==> src/hw/rtl/hte_pkg.sv <==
// hte_pkg: shared types, character constants and helper functions
// for the backtick hex text escaper; no dependencies
package hte_pkg;

   localparam logic [7:0] CH_ESC   = 8'h60;
   localparam logic [7:0] CH_QUOTE = 8'h22;
   localparam logic [7:0] CH_SPACE = 8'h20;
   localparam logic [7:0] CH_TILDE = 8'h7E;
   localparam logic [7:0] CH_ZERO  = 8'h30;
   localparam logic [7:0] CH_NINE  = 8'h39;
   localparam logic [7:0] CH_UA    = 8'h41;
   localparam logic [7:0] CH_UZ    = 8'h5A;
   localparam logic [7:0] CH_LA    = 8'h61;
   localparam logic [7:0] CH_LZ    = 8'h7A;
   localparam logic [7:0] CH_UNDER = 8'h5F;

   localparam int NUM_SLOTS = 7;

   // output slots of one item, in emission order
   typedef enum logic [2:0] {
      SLOT_SPACE,
      SLOT_OPEN,
      SLOT_LIT,
      SLOT_ESC,
      SLOT_HI,
      SLOT_LO,
      SLOT_CLOSE
   } slot_type;

   typedef struct packed {
      logic [NUM_SLOTS-1:0] slots;
      logic [7:0]           ch;
   } job_type;

   function automatic logic passes_name(input logic [7:0] c, input logic opening);
      logic alpha;
      logic digit;
      alpha = (c >= CH_UA && c <= CH_UZ) || (c >= CH_LA && c <= CH_LZ) || (c == CH_UNDER);
      digit = (c >= CH_ZERO && c <= CH_NINE);
      return alpha || (!opening && digit);
   endfunction

   function automatic logic passes_string(input logic [7:0] c);
      return (c >= CH_SPACE) && (c <= CH_TILDE) && (c != CH_QUOTE) && (c != CH_ESC);
   endfunction

   function automatic logic [7:0] hex_digit(input logic [3:0] n);
      logic [7:0] wide;
      wide = {4'd0, n};
      return (n < 4'd10) ? (CH_ZERO + wide) : (CH_LA - 8'd10 + wide);
   endfunction

endpackage

==> src/hw/rtl/hte_front.sv <==
// hte_front: accepts input transactions, tracks the buffer non-empty flag
// and classifies each item into a slot mask; depends on hte_pkg
module hte_front (
   input  logic            clock,
   input  logic            reset,
   input  logic            req_valid,
   output logic            req_ready,
   input  logic            func,
   input  logic [7:0]      ch,
   input  logic            first,
   input  logic            last,
   input  logic            no_char,
   input  logic            new_buffer,
   input  logic            queue_full,
   output logic            push,
   output hte_pkg::job_type job
);
   import hte_pkg::*;

   logic nonempty_ff;
   logic nonempty_in;
   logic ne;
   logic pass;
   logic accept;

   assign req_ready = !queue_full;
   assign accept    = req_valid && req_ready;
   assign ne        = nonempty_ff && !new_buffer;
   assign pass      = func ? passes_string(ch) : passes_name(ch, first);

   always_comb begin
      job.ch                = ch;
      job.slots             = '0;
      job.slots[SLOT_SPACE] = first && ne;
      job.slots[SLOT_OPEN]  = first && func;
      job.slots[SLOT_LIT]   = !no_char && pass;
      job.slots[SLOT_ESC]   = !no_char && !pass;
      job.slots[SLOT_HI]    = !no_char && !pass;
      job.slots[SLOT_LO]    = !no_char && !pass;
      job.slots[SLOT_CLOSE] = last && func;
   end

   assign push        = accept && (|job.slots);
   assign nonempty_in = accept ? ((|job.slots) || ne) : nonempty_ff;

   always_ff @(posedge clock) begin
      if (reset) begin
         nonempty_ff <= 1'b0;
      end else begin
         nonempty_ff <= nonempty_in;
      end
   end

endmodule

==> src/hw/rtl/hte_fifo.sv <==
// hte_fifo: short job queue between front and back
// depends on hte_pkg for the job type
module hte_fifo #(
   parameter int DEPTH = 2
) (
   input  logic             clock,
   input  logic             reset,
   input  logic             push,
   input  hte_pkg::job_type push_data,
   output logic             full,
   input  logic             pop,
   output hte_pkg::job_type head,
   output logic             empty
);
   import hte_pkg::*;

   localparam int AW = (DEPTH > 1) ? $clog2(DEPTH) : 1;
   localparam int CW = $clog2(DEPTH + 1);
   localparam logic [AW-1:0] LAST_PTR = AW'(DEPTH - 1);
   localparam logic [CW-1:0] FULL_CNT = CW'(DEPTH);

   job_type       mem_ff [DEPTH];
   logic [AW-1:0] wr_ptr_ff, wr_ptr_in;
   logic [AW-1:0] rd_ptr_ff, rd_ptr_in;
   logic [CW-1:0] count_ff, count_in;
   logic          do_push;
   logic          do_pop;

   assign full    = (count_ff == FULL_CNT);
   assign empty   = (count_ff == '0);
   assign do_push = push && !full;
   assign do_pop  = pop && !empty;
   assign head    = mem_ff[rd_ptr_ff];

   always_comb begin
      wr_ptr_in = wr_ptr_ff;
      rd_ptr_in = rd_ptr_ff;
      count_in  = count_ff;
      if (do_push) begin
         wr_ptr_in = (wr_ptr_ff == LAST_PTR) ? '0 : wr_ptr_ff + AW'(1);
      end
      if (do_pop) begin
         rd_ptr_in = (rd_ptr_ff == LAST_PTR) ? '0 : rd_ptr_ff + AW'(1);
      end
      if (do_push && !do_pop) begin
         count_in = count_ff + CW'(1);
      end else if (do_pop && !do_push) begin
         count_in = count_ff - CW'(1);
      end
   end

   always_ff @(posedge clock) begin
      if (reset) begin
         wr_ptr_ff <= '0;
         rd_ptr_ff <= '0;
         count_ff  <= '0;
      end else begin
         wr_ptr_ff <= wr_ptr_in;
         rd_ptr_ff <= rd_ptr_in;
         count_ff  <= count_in;
      end
   end

   always_ff @(posedge clock) begin
      if (do_push) begin
         mem_ff[wr_ptr_ff] <= push_data;
      end
   end

endmodule

==> src/hw/rtl/hte_back.sv <==
// hte_back: walks the queue head's slot mask, one output byte per cycle unless
// stalled, into a registered output stage; depends on hte_pkg
module hte_back (
   input  logic             clock,
   input  logic             reset,
   input  hte_pkg::job_type head,
   input  logic             queue_empty,
   output logic             pop,
   output logic             rsp_valid,
   input  logic             rsp_ready,
   output logic [7:0]       rsp_data,
   output logic             rsp_last
);
   import hte_pkg::*;

   logic [NUM_SLOTS-1:0] done_ff, done_in;
   logic                 valid_ff, valid_in;
   logic [7:0]           data_ff, data_in;
   logic                 last_ff, last_in;
   logic [NUM_SLOTS-1:0] pending;
   logic [NUM_SLOTS-1:0] sel_mask;
   logic                 is_last;
   logic                 load;
   slot_type             sel;
   logic [7:0]           byte_val;

   assign pending  = head.slots & ~done_ff;
   assign sel_mask = pending & ~(pending - NUM_SLOTS'(1));
   assign is_last  = ((pending & ~sel_mask) == '0);
   assign load     = !queue_empty && (!valid_ff || rsp_ready);
   assign pop      = load && is_last;

   always_comb begin
      sel = SLOT_SPACE;
      for (int i = NUM_SLOTS - 1; i >= 0; i--) begin
         if (pending[i]) begin
            sel = slot_type'(i[2:0]);
         end
      end
   end

   always_comb begin
      unique case (sel)
         SLOT_SPACE: byte_val = CH_SPACE;
         SLOT_OPEN:  byte_val = CH_QUOTE;
         SLOT_LIT:   byte_val = head.ch;
         SLOT_ESC:   byte_val = CH_ESC;
         SLOT_HI:    byte_val = hex_digit(head.ch[7:4]);
         SLOT_LO:    byte_val = hex_digit(head.ch[3:0]);
         SLOT_CLOSE: byte_val = CH_QUOTE;
         default:    byte_val = '0;
      endcase
   end

   always_comb begin
      done_in  = done_ff;
      valid_in = valid_ff;
      data_in  = data_ff;
      last_in  = last_ff;
      if (valid_ff && rsp_ready) begin
         valid_in = 1'b0;
      end
      if (load) begin
         valid_in = 1'b1;
         data_in  = byte_val;
         last_in  = is_last;
         done_in  = is_last ? '0 : (done_ff | sel_mask);
      end
   end

   always_ff @(posedge clock) begin
      if (reset) begin
         done_ff  <= '0;
         valid_ff <= 1'b0;
      end else begin
         done_ff  <= done_in;
         valid_ff <= valid_in;
      end
   end

   always_ff @(posedge clock) begin
      data_ff <= data_in;
      last_ff <= last_in;
   end

   assign rsp_valid = valid_ff;
   assign rsp_data  = data_ff;
   assign rsp_last  = last_ff;

endmodule

==> src/hw/rtl/backtick_hex_text_escaper.sv <==
// Backtick hex text escaper. Each accepted item turns into 0 to 6 output
// bytes: an optional space, an optional opening quote, the byte itself or a
// backtick and two lowercase hex digits, and an optional closing quote. The
// back end sends one output byte per cycle while the output is not stalled;
// a plain escaped byte produces three output bytes, and items that produce
// nothing are never queued. The front end takes one item per cycle while the
// job queue (QUEUE_DEPTH entries) has room; a registered output stage lets the
// next byte load in the same cycle that the current one is taken.
// Depends on hte_pkg, hte_front, hte_fifo and hte_back.
module backtick_hex_text_escaper #(
   parameter int QUEUE_DEPTH = 2
) (
   input  logic        clock,
   input  logic        reset,
   input  logic        req_tvalid,
   output logic        req_tready,
   input  logic [15:0] req_tdata,  // ch[7:0], first[8], new_buffer[9], zero[15:10]
   input  logic [1:0]  req_tuser,  // func[0], no_char[1]
   input  logic        req_tlast,
   output logic        rsp_tvalid,
   input  logic        rsp_tready,
   output logic [7:0]  rsp_tdata,  // out_byte[7:0]
   output logic        rsp_tlast
);
   import hte_pkg::*;

   job_type job;
   job_type head;
   logic    push;
   logic    pop;
   logic    queue_full;
   logic    queue_empty;

   hte_front u_front (
      .clock      (clock),
      .reset      (reset),
      .req_valid  (req_tvalid),
      .req_ready  (req_tready),
      .func       (req_tuser[0]),
      .ch         (req_tdata[7:0]),
      .first      (req_tdata[8]),
      .last       (req_tlast),
      .no_char    (req_tuser[1]),
      .new_buffer (req_tdata[9]),
      .queue_full (queue_full),
      .push       (push),
      .job        (job)
   );

   hte_fifo #(
      .DEPTH (QUEUE_DEPTH)
   ) u_fifo (
      .clock     (clock),
      .reset     (reset),
      .push      (push),
      .push_data (job),
      .full      (queue_full),
      .pop       (pop),
      .head      (head),
      .empty     (queue_empty)
   );

   hte_back u_back (
      .clock       (clock),
      .reset       (reset),
      .head        (head),
      .queue_empty (queue_empty),
      .pop         (pop),
      .rsp_valid   (rsp_tvalid),
      .rsp_ready   (rsp_tready),
      .rsp_data    (rsp_tdata),
      .rsp_last    (rsp_tlast)
   );

endmodule

==> config.mk <==
export PLATFORM = sky130hd
export DESIGN_NAME = backtick_hex_text_escaper
export DESIGN_NICKNAME = d
export VERILOG_FILES = /design/src/hw/rtl/hte_pkg.sv /design/src/hw/rtl/hte_front.sv /design/src/hw/rtl/hte_fifo.sv /design/src/hw/rtl/hte_back.sv /design/src/hw/rtl/backtick_hex_text_escaper.sv
export SDC_FILE = /design/constraint.sdc
export NUM_CORES = 1
export LEC_CHECK = 0
export BUFFER_PORTS_ARGS = -buffer_cell sky130_fd_sc_hd__buf_2
export CAP_MARGIN = 40
export CORE_MARGIN = 3
export CORE_UTILIZATION = 54
export CTS_BUF_LIST = sky130_fd_sc_hd__clkbuf_4
export DETAILED_ROUTE_END_ITERATION = 10
export GPL_TIMING_DRIVEN = 0
export MAX_ROUTING_LAYER = met4
export PLACE_DENSITY_LB_ADDON = 0.15
export SYNTH_ARGS = -nofsm -noshare
export SYNTH_HDL_FRONTEND = slang
export SYNTH_SLANG_ARGS = --single-unit
==> constraint.sdc <==
create_clock -name clock -period 2.6 [get_ports clock]
set_clock_uncertainty 0.2 [all_clocks]
set_input_delay 0.52 -clock clock [delete_from_list [all_inputs] [get_ports clock]]
set_output_delay 0.52 -clock clock [all_outputs]
set_load 0.05 [all_outputs]
==> results of run 1 <==
-- layer usage --
metal	vias up	routed length (µm)	part of all wire [%]
met5	-	0	0
met1	955	2330	45
met3	11	256	5.0
met4	0	90	1.7
met2	54	2470	48
li1	979	-	-
-- sequential cells by signal, summed over array words and instances (netlist names), named ones only --
name and count:
u_back.rsp_valid 1, u_front.nonempty_ff 1, u_fifo.wr_ptr_ff 1, u_fifo.rd_ptr_ff 1
u_back.done_ff 7, u_back.rsp_last 1, u_back.rsp_data 8, u_fifo.mem_ff 26
u_fifo.count_ff 2
-- critical path, cell delays in order, from the launching register on --
cell and delay [ns]:
sky130_fd_sc_hd__dfxtp_2 0.37, sky130_fd_sc_hd__buf_12 0.14, sky130_fd_sc_hd__mux2i_4 0.38, sky130_fd_sc_hd__a21oi_4 0.07, sky130_fd_sc_hd__a2111oi_4 0.34, sky130_fd_sc_hd__a41o_2 0.18, sky130_fd_sc_hd__o21a_4 0.14, sky130_fd_sc_hd__inv_2 0.04
sky130_fd_sc_hd__ha_4 0.15, sky130_fd_sc_hd__xor2_2 0.13, sky130_fd_sc_hd__or3_1 0.31, sky130_fd_sc_hd__a21oi_1 0.12
-- power groups by stage --
stage | combinational, W | clock (W) | sequential [W]
2_1_floorplan | 0.000644 | 0 | 0.00143
3_3_place_gp | 0.00113 | 0 | 0.00116
3_5_place_dp | 0.00115 | 0 | 0.00117
4_1_cts | 0.00125 | 0.000361 | 0.00116
5_1_grt | 0.00143 | 0.000392 | 0.00118
6_report | 0.00132 | 0.000355 | 0.00116
-- cells by family after synthesis --
family	after synthesis	synth area share [%]
adder cells (fa/ha/maj)	4	1.88
AND/OR/NAND/NOR	83	17.0
buffers and inverters	12	2.13
multiplexers	16	6.74
flip-flops	49	52.8
AO/OA/AOI/OAI	63	17.8
XOR/XNOR	5	1.74
-- layout make-up --
type,count,share of cell area (%)
clock buffer,5,1.22
timing repair buffer,43,9.23
sequential,49,43.3
buffer,5,1.18
clock inverter,3,0.691
inverter,7,0.854
tap,52,2.11
multi-input combinational,171,41.4
-- Yosys cell counts, types with 2 or more instances --
cell and number:
sky130_fd_sc_hd__a2111oi_0 2, sky130_fd_sc_hd__o311a_1 2, sky130_fd_sc_hd__or4_1 2, sky130_fd_sc_hd__nand2b_1 9
sky130_fd_sc_hd__xor2_1 2, sky130_fd_sc_hd__nand3_1 7, sky130_fd_sc_hd__o22ai_1 2, sky130_fd_sc_hd__inv_1 7
sky130_fd_sc_hd__and2_1 4, sky130_fd_sc_hd__nor3_1 8, sky130_fd_sc_hd__a21oi_1 14, sky130_fd_sc_hd__nor3_2 2
sky130_fd_sc_hd__xnor2_1 3, sky130_fd_sc_hd__nor2_1 24, sky130_fd_sc_hd__dfxtp_1 14, sky130_fd_sc_hd__a22oi_1 3
sky130_fd_sc_hd__clkbuf_1 2, sky130_fd_sc_hd__nand2_1 16, sky130_fd_sc_hd__o21ai_0 13, sky130_fd_sc_hd__ha_1 3
sky130_fd_sc_hd__o31ai_1 3, sky130_fd_sc_hd__a31oi_1 5, sky130_fd_sc_hd__mux2_2 2, sky130_fd_sc_hd__nor3b_1 2
sky130_fd_sc_hd__o311ai_0 3, sky130_fd_sc_hd__o21a_1 2, sky130_fd_sc_hd__mux2i_2 2, sky130_fd_sc_hd__or2_2 2
sky130_fd_sc_hd__edfxtp_1 35, sky130_fd_sc_hd__nor2b_1 2, sky130_fd_sc_hd__mux2i_1 12
-- what timing repair did --
| item | in CTS | in global routing |
|---|---|---|
| endpoints found under the hold margin | 0 | 0 |
| hold buffers | 0 | 0 |
| pin swaps | 7 | 4 |
| buffers inserted | 12 | 3 |
| setup endpoints to repair | 3 | 2 |
| resized for setup | 10 | 6 |
-- metrics by stage --
stage	TNS (ns)	cell area, µm²	hold WS (ns)
CTS	-0.0194	3000	0.132
detailed placement	-0.440	2800	0.291
global placement	-1.99	2790	0.278
finish	-0.0411	3080	0.148
floorplan	0	2590	0.256
global route	-0.202	3080	0.127
-- final timing paths --
| path | start | to | slack, ns | cells past startpoint |
|---|---|---|---|---|
| min | req_tdata[1] | u_fifo.mem_ff[0][1]$_DFFE_PP_ | 0.15 | 1 |
| min reg2reg | u_back.rsp_valid$_SDFFE_PP0P_ | u_back.rsp_valid$_SDFFE_PP0P_ | 0.31 | 2 |
| max reg2reg | flop | u_fifo.count_ff[1]$_SDFFE_PP0P_ | -0.04 | 11 |
| max | flop | u_fifo.count_ff[1]$_SDFFE_PP0P_ | -0.04 | 11 |
==> parameters.txt, run 1 <==
Parameter                              Value

Layout
  Number of filler instances in the final layout ... 333
  Area added between synthesis and finish ... 22.0%
  Total inserted antenna cells ... 0
  FF+latch area ... 1330 µm²
  Finished Core Util ... 69.3%
  Ratio of cells with drive above 1 in the final layout ... 29.7%
  Number of standard cells in the final layout excluding fillers ... around 340
  Most frequent cells in the layout ... sky130_fd_sc_hd__edfxtp_1 (35), sky130_fd_sc_hd__buf_2 (28), sky130_fd_sc_hd__nor2_1 (21), sky130_fd_sc_hd__nand2_1 (16)
  Area taken by multi-input logic gates ... 1270 µm²
  Layout Nets ... approximately 300
  Most common library cell in the layout ignoring fill and taps ... sky130_fd_sc_hd__edfxtp_1

STA
  Crit path time final ... between 2 and 3 ns
  Worst-case headroom to the max-slew limit ... a little under 60%
  RSZ-0062 raised after global routing ... true
  Maximum clock frequency ... 0.379 GHz
  Final number of max-transition violations ... 0
  Count of final setup violators ... 1
  Number of hold violations in the final report ... 0
  Final setup slack of the worst path ... -0.0411 ns
  Final critical-path share of the clock period ... 102%
  Slew at the pin with the worst max-slew slack ... 0.614 ns

Placed design
  Dpl ws ... -0.280 ns
  Placed Cells ... 312
  # port buffers ... 27
  DP HPWL ... 3.59 mm
  Final weighted congestion in routability-driven placement ... slightly above 0.8

Logic synthesis
  Combined area of all synthesized cells ... 2520 µm²
  Gate count of the mapped netlist ... 232
  Area share of the largest cell type after synthesis ... 41.6%
  Distinct cells, synth ... between 50 and 60
  Synth top area cells ... sky130_fd_sc_hd__edfxtp_1 (42%), sky130_fd_sc_hd__dfxtp_1 (11%), sky130_fd_sc_hd__mux2i_1 (4.8%)
  Number of synthesized flops with an enable pin ... 35
  Number of nets in the synthesized netlist ... 258
  Top cell type by total area after synthesis ... sky130_fd_sc_hd__edfxtp_1
  Avg Synthesized Cell Area ... 10.9 µm²
  Synth warnings ... 0
  Most common flop cell mapped by yosys ... sky130_fd_sc_hd__edfxtp_1
  Flop and latch count out of synthesis ... 49
  Part of the Yosys area used for sequential elements ... 52.8%
  Post-synth ARST share ... 0%

CTS
  Clock sink count ... 49
  Master cell of the clock root buffer ... sky130_fd_sc_hd__clkbuf_4
  H-tree Lvls ... 2
  CTS clk-pin slew, worst paths ... about 0.15 ns
  Clock latency reported for the late side of the worst-skew pair ... about 0.37 ns
  CTS tree ... yes
  Deepest clock path buffer count ... 2
  CTS Buf Count ... 5

Power and ir drop
  Sequential share of power ... about two fifths
  Logic pwr share ... about 47%
  Maximum resistive drop on vdd ... 508 µV
  Psw ... 0.00120 W
  Power consumption ... 0.00284 W
  Total power divided by cell area ... 923 nW/µm²
  LEAKAGE ... 1.09 nW
  Clock power share ... between 10 and 15%
  Internal power ... 0.00164 W
  Switching power share of the total ... 42.2%

Floorplanning
  Num rows ... 24
  Core area ... 4440 µm²
  Horiz. Die Dim ... about 74 µm
  Die area ... 5530 µm²
  Y dimension of the die ... 74.4 µm
  Starting utilization of the core area ... 56.8%
  Number of top-level pins ... 34

Hold path
  Hold Path Class ... input pin to flop

Global route
  Met1 Resource Use GR ... 25.5%
  Pin count of the biggest net entering global routing ... 17
  GRT Residual Overflow ... 0
  Via count of the first global-routing pass ... 1788
  All-Layer GR Usage ... approximately a fifth
  Grt met2 use ... about a third
  Wire length of the first global-routing pass ... 8.19 mm
  Met3 GRT Util ... 4.05%
  Layer carrying the most global-route usage ... met2
  Initial antenna violation count ... 0

Setup path
  Critical path startpoint category ... flop
  Setup CP Type ... flop to flop
  Critical path data arrival time ... 2.75 ns
  Worst-path maximum fanout ... 8
  Required arrival time at the worst endpoint ... 2.71 ns
  Sort of element at the end of the critical path ... flop

Route
  Average wire length per cell after detail routing ... 15.4 µm
  1st-iter DRT viols ... 111
  Post-detailed-route via-to-cell ratio ... 5.97
  DR pass1 iterations ... 4
  Number of vias in the routed layout ... between 1.5k and 2k
  Number of routed nets with antenna violations ... 0
  Total DRC errors in the routed layout ... 0
  Aggregate routed wire length ... 5.15 mm

Run status
  Violated checks ... setup timing
  Outcome ... finished, violations left

Flow run
  Max-capacitance violation count ... 0
Note: power is estimated with default switching activity, not from simulation.
==> inputs of run 2 (changes only) <==
--- a/config.mk
+++ b/config.mk
@@ -14,6 +14,7 @@
 export GPL_TIMING_DRIVEN = 0
 export MAX_ROUTING_LAYER = met4
 export PLACE_DENSITY_LB_ADDON = 0.15
+export SETUP_SLACK_MARGIN = 0.15
 export SYNTH_ARGS = -nofsm -noshare
 export SYNTH_HDL_FRONTEND = slang
 export SYNTH_SLANG_ARGS = --single-unit
==> run 2 against run 1 <==
Against the previous run: the flow still finishes with violations (setup timing); setup slack got worse by 0.016 ns; final area is 1.5% lower; sequential cell count did not move; total power grew 1.7%; global-route usage rose by 0.23 points; critical path depth unchanged; register-to-register slack got worse by 0.02 ns; largest power group unchanged.
==> parameters.txt, run 2 (synthesis gave the netlist of run 1 again) <==
Parameter                              Value

Floorplanning
  Y dimension of the die ... roughly 74 µm
  Horiz. Die Dim ... 74.4 µm
  Starting utilization of the core area ... 56.8%
  Num rows ... 24
  Die area ... about 5500 µm²
  Number of top-level pins ... 34
  Core area ... 4440 µm²

Setup path
  Buffers plus inverters on the worst setup path ... 3
  Largest delay share family, worst path ... compound AO/OA/AOI/OAI gates
  Number of cell instances on the worst register-to-register path ... 11
  Critical path data arrival time ... 2.75 ns
  Maximum cell stage delay along the critical path ... 0.35 ns
  Setup slack, reg-to-reg ... -0.06 ns
  Setup CP Type ... flop to flop
  Sort of element at the end of the critical path ... flop
  Worst-path maximum fanout ... 7
  Reg2Reg Capture Point ... u_fifo.count_ff[1]$_SDFFE_PP0P_
  Critical-path cell with the highest stage delay ... sky130_fd_sc_hd__dfxtp_2
  Critical path startpoint category ... flop
  Required arrival time at the worst endpoint ... around 2.7 ns
  Critical Path, Cell by Cell ... buf_12 > mux2i_4 > buf_4 > nor4_2 > o21ai_2 > a41o_2 > o21a_4 > inv_2 > ha_4 > or3_1 > a21oi_1

Hold path
  Cell depth of the worst hold path ... 1
  Hold Startpoint ... req_tdata[1]
  Hold path endpoint ... u_fifo.mem_ff[0][1]$_DFFE_PP_
  Hold Path Class ... input pin to flop

Layout
  Area added between synthesis and finish ... 20.1%
  Most common library cell in the layout ignoring fill and taps ... sky130_fd_sc_hd__edfxtp_1
  Number of standard cells in the final layout excluding fillers ... 333
  Ratio of cells with drive above 1 in the final layout ... 29.2%
  Total inserted antenna cells ... 0
  Flip-flop count of the largest register after layout ... 26
  Most frequent cells in the layout ... sky130_fd_sc_hd__edfxtp_1 (35), sky130_fd_sc_hd__buf_2 (28), sky130_fd_sc_hd__nor2_1 (22), sky130_fd_sc_hd__nand2_1 (16), sky130_fd_sc_hd__buf_4 (14)
  Largest reg by FF count ... u_fifo.mem_ff
  Layout Nets ... 306
  Cell area after layout ... ~3000 µm²

Route
  Number of vias in the routed layout ... 1951
  Routed wl met2 ... ~2.4 mm
  Post-detailed-route via-to-cell ratio ... 5.86
  DR pass1 iterations ... 4
  Total DRC errors in the routed layout ... 0
  Aggregate routed wire length ... 5.15 mm
  Number of routed nets with antenna violations ... 0
  Met3 routed WL ... 250 µm
  Highest signal layer in the routed design ... met4
  1st-iter DRT viols ... 140
  WL met1 ... roughly 2.4 mm
  Average wire length per cell after detail routing ... 15.5 µm

STA
  Minimum hold slack ... 0.153 ns
  Worst-case headroom to the max-slew limit ... 56.5%
  Crit path time final ... 2.66 ns
  Final critical-path share of the clock period ... 102%
  RSZ-0062 raised after global routing ... true
  Slew at the pin with the worst max-slew slack ... 0.649 ns
  Final setup slack of the worst path ... -0.0569 ns
  Maximum clock frequency ... around 0.38 GHz
  Final number of max-transition violations ... 0
  Count of final setup violators ... 1
  Number of hold violations in the final report ... 0

Placed design
  DP HPWL ... about 3.5 mm
  Post-Place Cell Area ... 2800 µm²
  Dpl ws ... -0.218 ns
  Final weighted congestion in routability-driven placement ... 0.783
  # port buffers ... 27
  Placed Cells ... roughly 310

CTS
  Master cell of the clock root buffer ... sky130_fd_sc_hd__clkbuf_4
  Clock latency reported for the late side of the worst-skew pair ... 0.36 ns
  H-tree Lvls ... 2
  Clock sink count ... 49
  CTS clk-pin slew, worst paths ... approximately 0.14 ns
  Deepest clock path buffer count ... 2
  CTS Buf Count ... 5
  CTS tree ... yes

Run status
  Outcome ... finished, violations left
  Violated checks ... setup timing

Global route
  Pin count of the biggest net entering global routing ... 16
  Wire length of the first global-routing pass ... approximately 8.4 mm
  GRT Residual Overflow ... 0
  Initial antenna violation count ... 0
  Via count of the first global-routing pass ... 1848
  All-Layer GR Usage ... 20.4%

Flow run
  Max-capacitance violation count ... 0

Power and ir drop
  Power consumption ... 0.00289 W
  Total power divided by cell area ... 953 nW/µm²
  LEAKAGE ... 1.08 nW
  Maximum resistive drop on vdd ... 645 µV
[run 2: worst reg2reg max path, stage by stage, from the launching register on]
cell	delay [ns]
sky130_fd_sc_hd__dfxtp_2	0.35
sky130_fd_sc_hd__buf_12	0.14
sky130_fd_sc_hd__mux2i_4	0.20
sky130_fd_sc_hd__buf_4	0.15
sky130_fd_sc_hd__nor4_2	0.22
sky130_fd_sc_hd__o21ai_2	0.09
sky130_fd_sc_hd__a41o_2	0.30
sky130_fd_sc_hd__o21a_4	0.23
sky130_fd_sc_hd__inv_2	0.06
sky130_fd_sc_hd__ha_4	0.20
sky130_fd_sc_hd__or3_1	0.34
sky130_fd_sc_hd__a21oi_1	0.12
[run 2: worst max path at each step]
stage                     from                         endpoint  depth (start not counted)
after floorplan           flop  u_fifo.count_ff[1]$_SDFFE_PP0P_                         11
after global placement    flop  u_fifo.count_ff[1]$_SDFFE_PP0P_                         10
after detailed placement  flop  u_fifo.count_ff[1]$_SDFFE_PP0P_                         10
after CTS                 flop  u_fifo.count_ff[1]$_SDFFE_PP0P_                         11
after global routing      flop  u_fifo.count_ff[1]$_SDFFE_PP0P_                         11
final                     flop  u_fifo.count_ff[1]$_SDFFE_PP0P_                         11
[run 2: area by class of cell]
class	instances	area [µm²]
fillers	355	1410
flip-flops and latches	49	1330
multi-input cells	171	1250
repair buffers	41	240
well taps	52	65.1
clock buffers	6	45.0
plain buffers	5	36.3
clock inverters	2	35.0
inverters	7	26.3
[run 2: through the flow]
stage,TNS (ns),util (%)
finish,-0.0569,68.2
global route,-0.205,68.2
floorplan,0,-
detailed placement,-0.250,62.9
CTS,0,67.1
global placement,-0.194,62.9
[run 2: repair_timing]
action / 4_1_cts / 5_1_grt
endpoints found under the setup margin: 3 / 5
resized for setup: 5 / 7
pin swaps: 5 / 1
setup buffers: 11 / 3
hold buffers: 0 / 0
hold endpoints to repair: 0 / 0
[run 2: where the power goes]
part	switching, W	total, W	internal, W
Combinational	0.000831	0.00128	0.000454
Clock	0.000234	0.000446	0.000212
Sequential	0.000101	0.00116	0.00106
Total	0.00117	0.00289	0.00172
[run 2: routing by layer]
layer  vias up  track usage, %
met5         -               -
met4         0            6.72
met3         8            4.19
met2        54            32.9
met1       911            25.6
li1        978               -
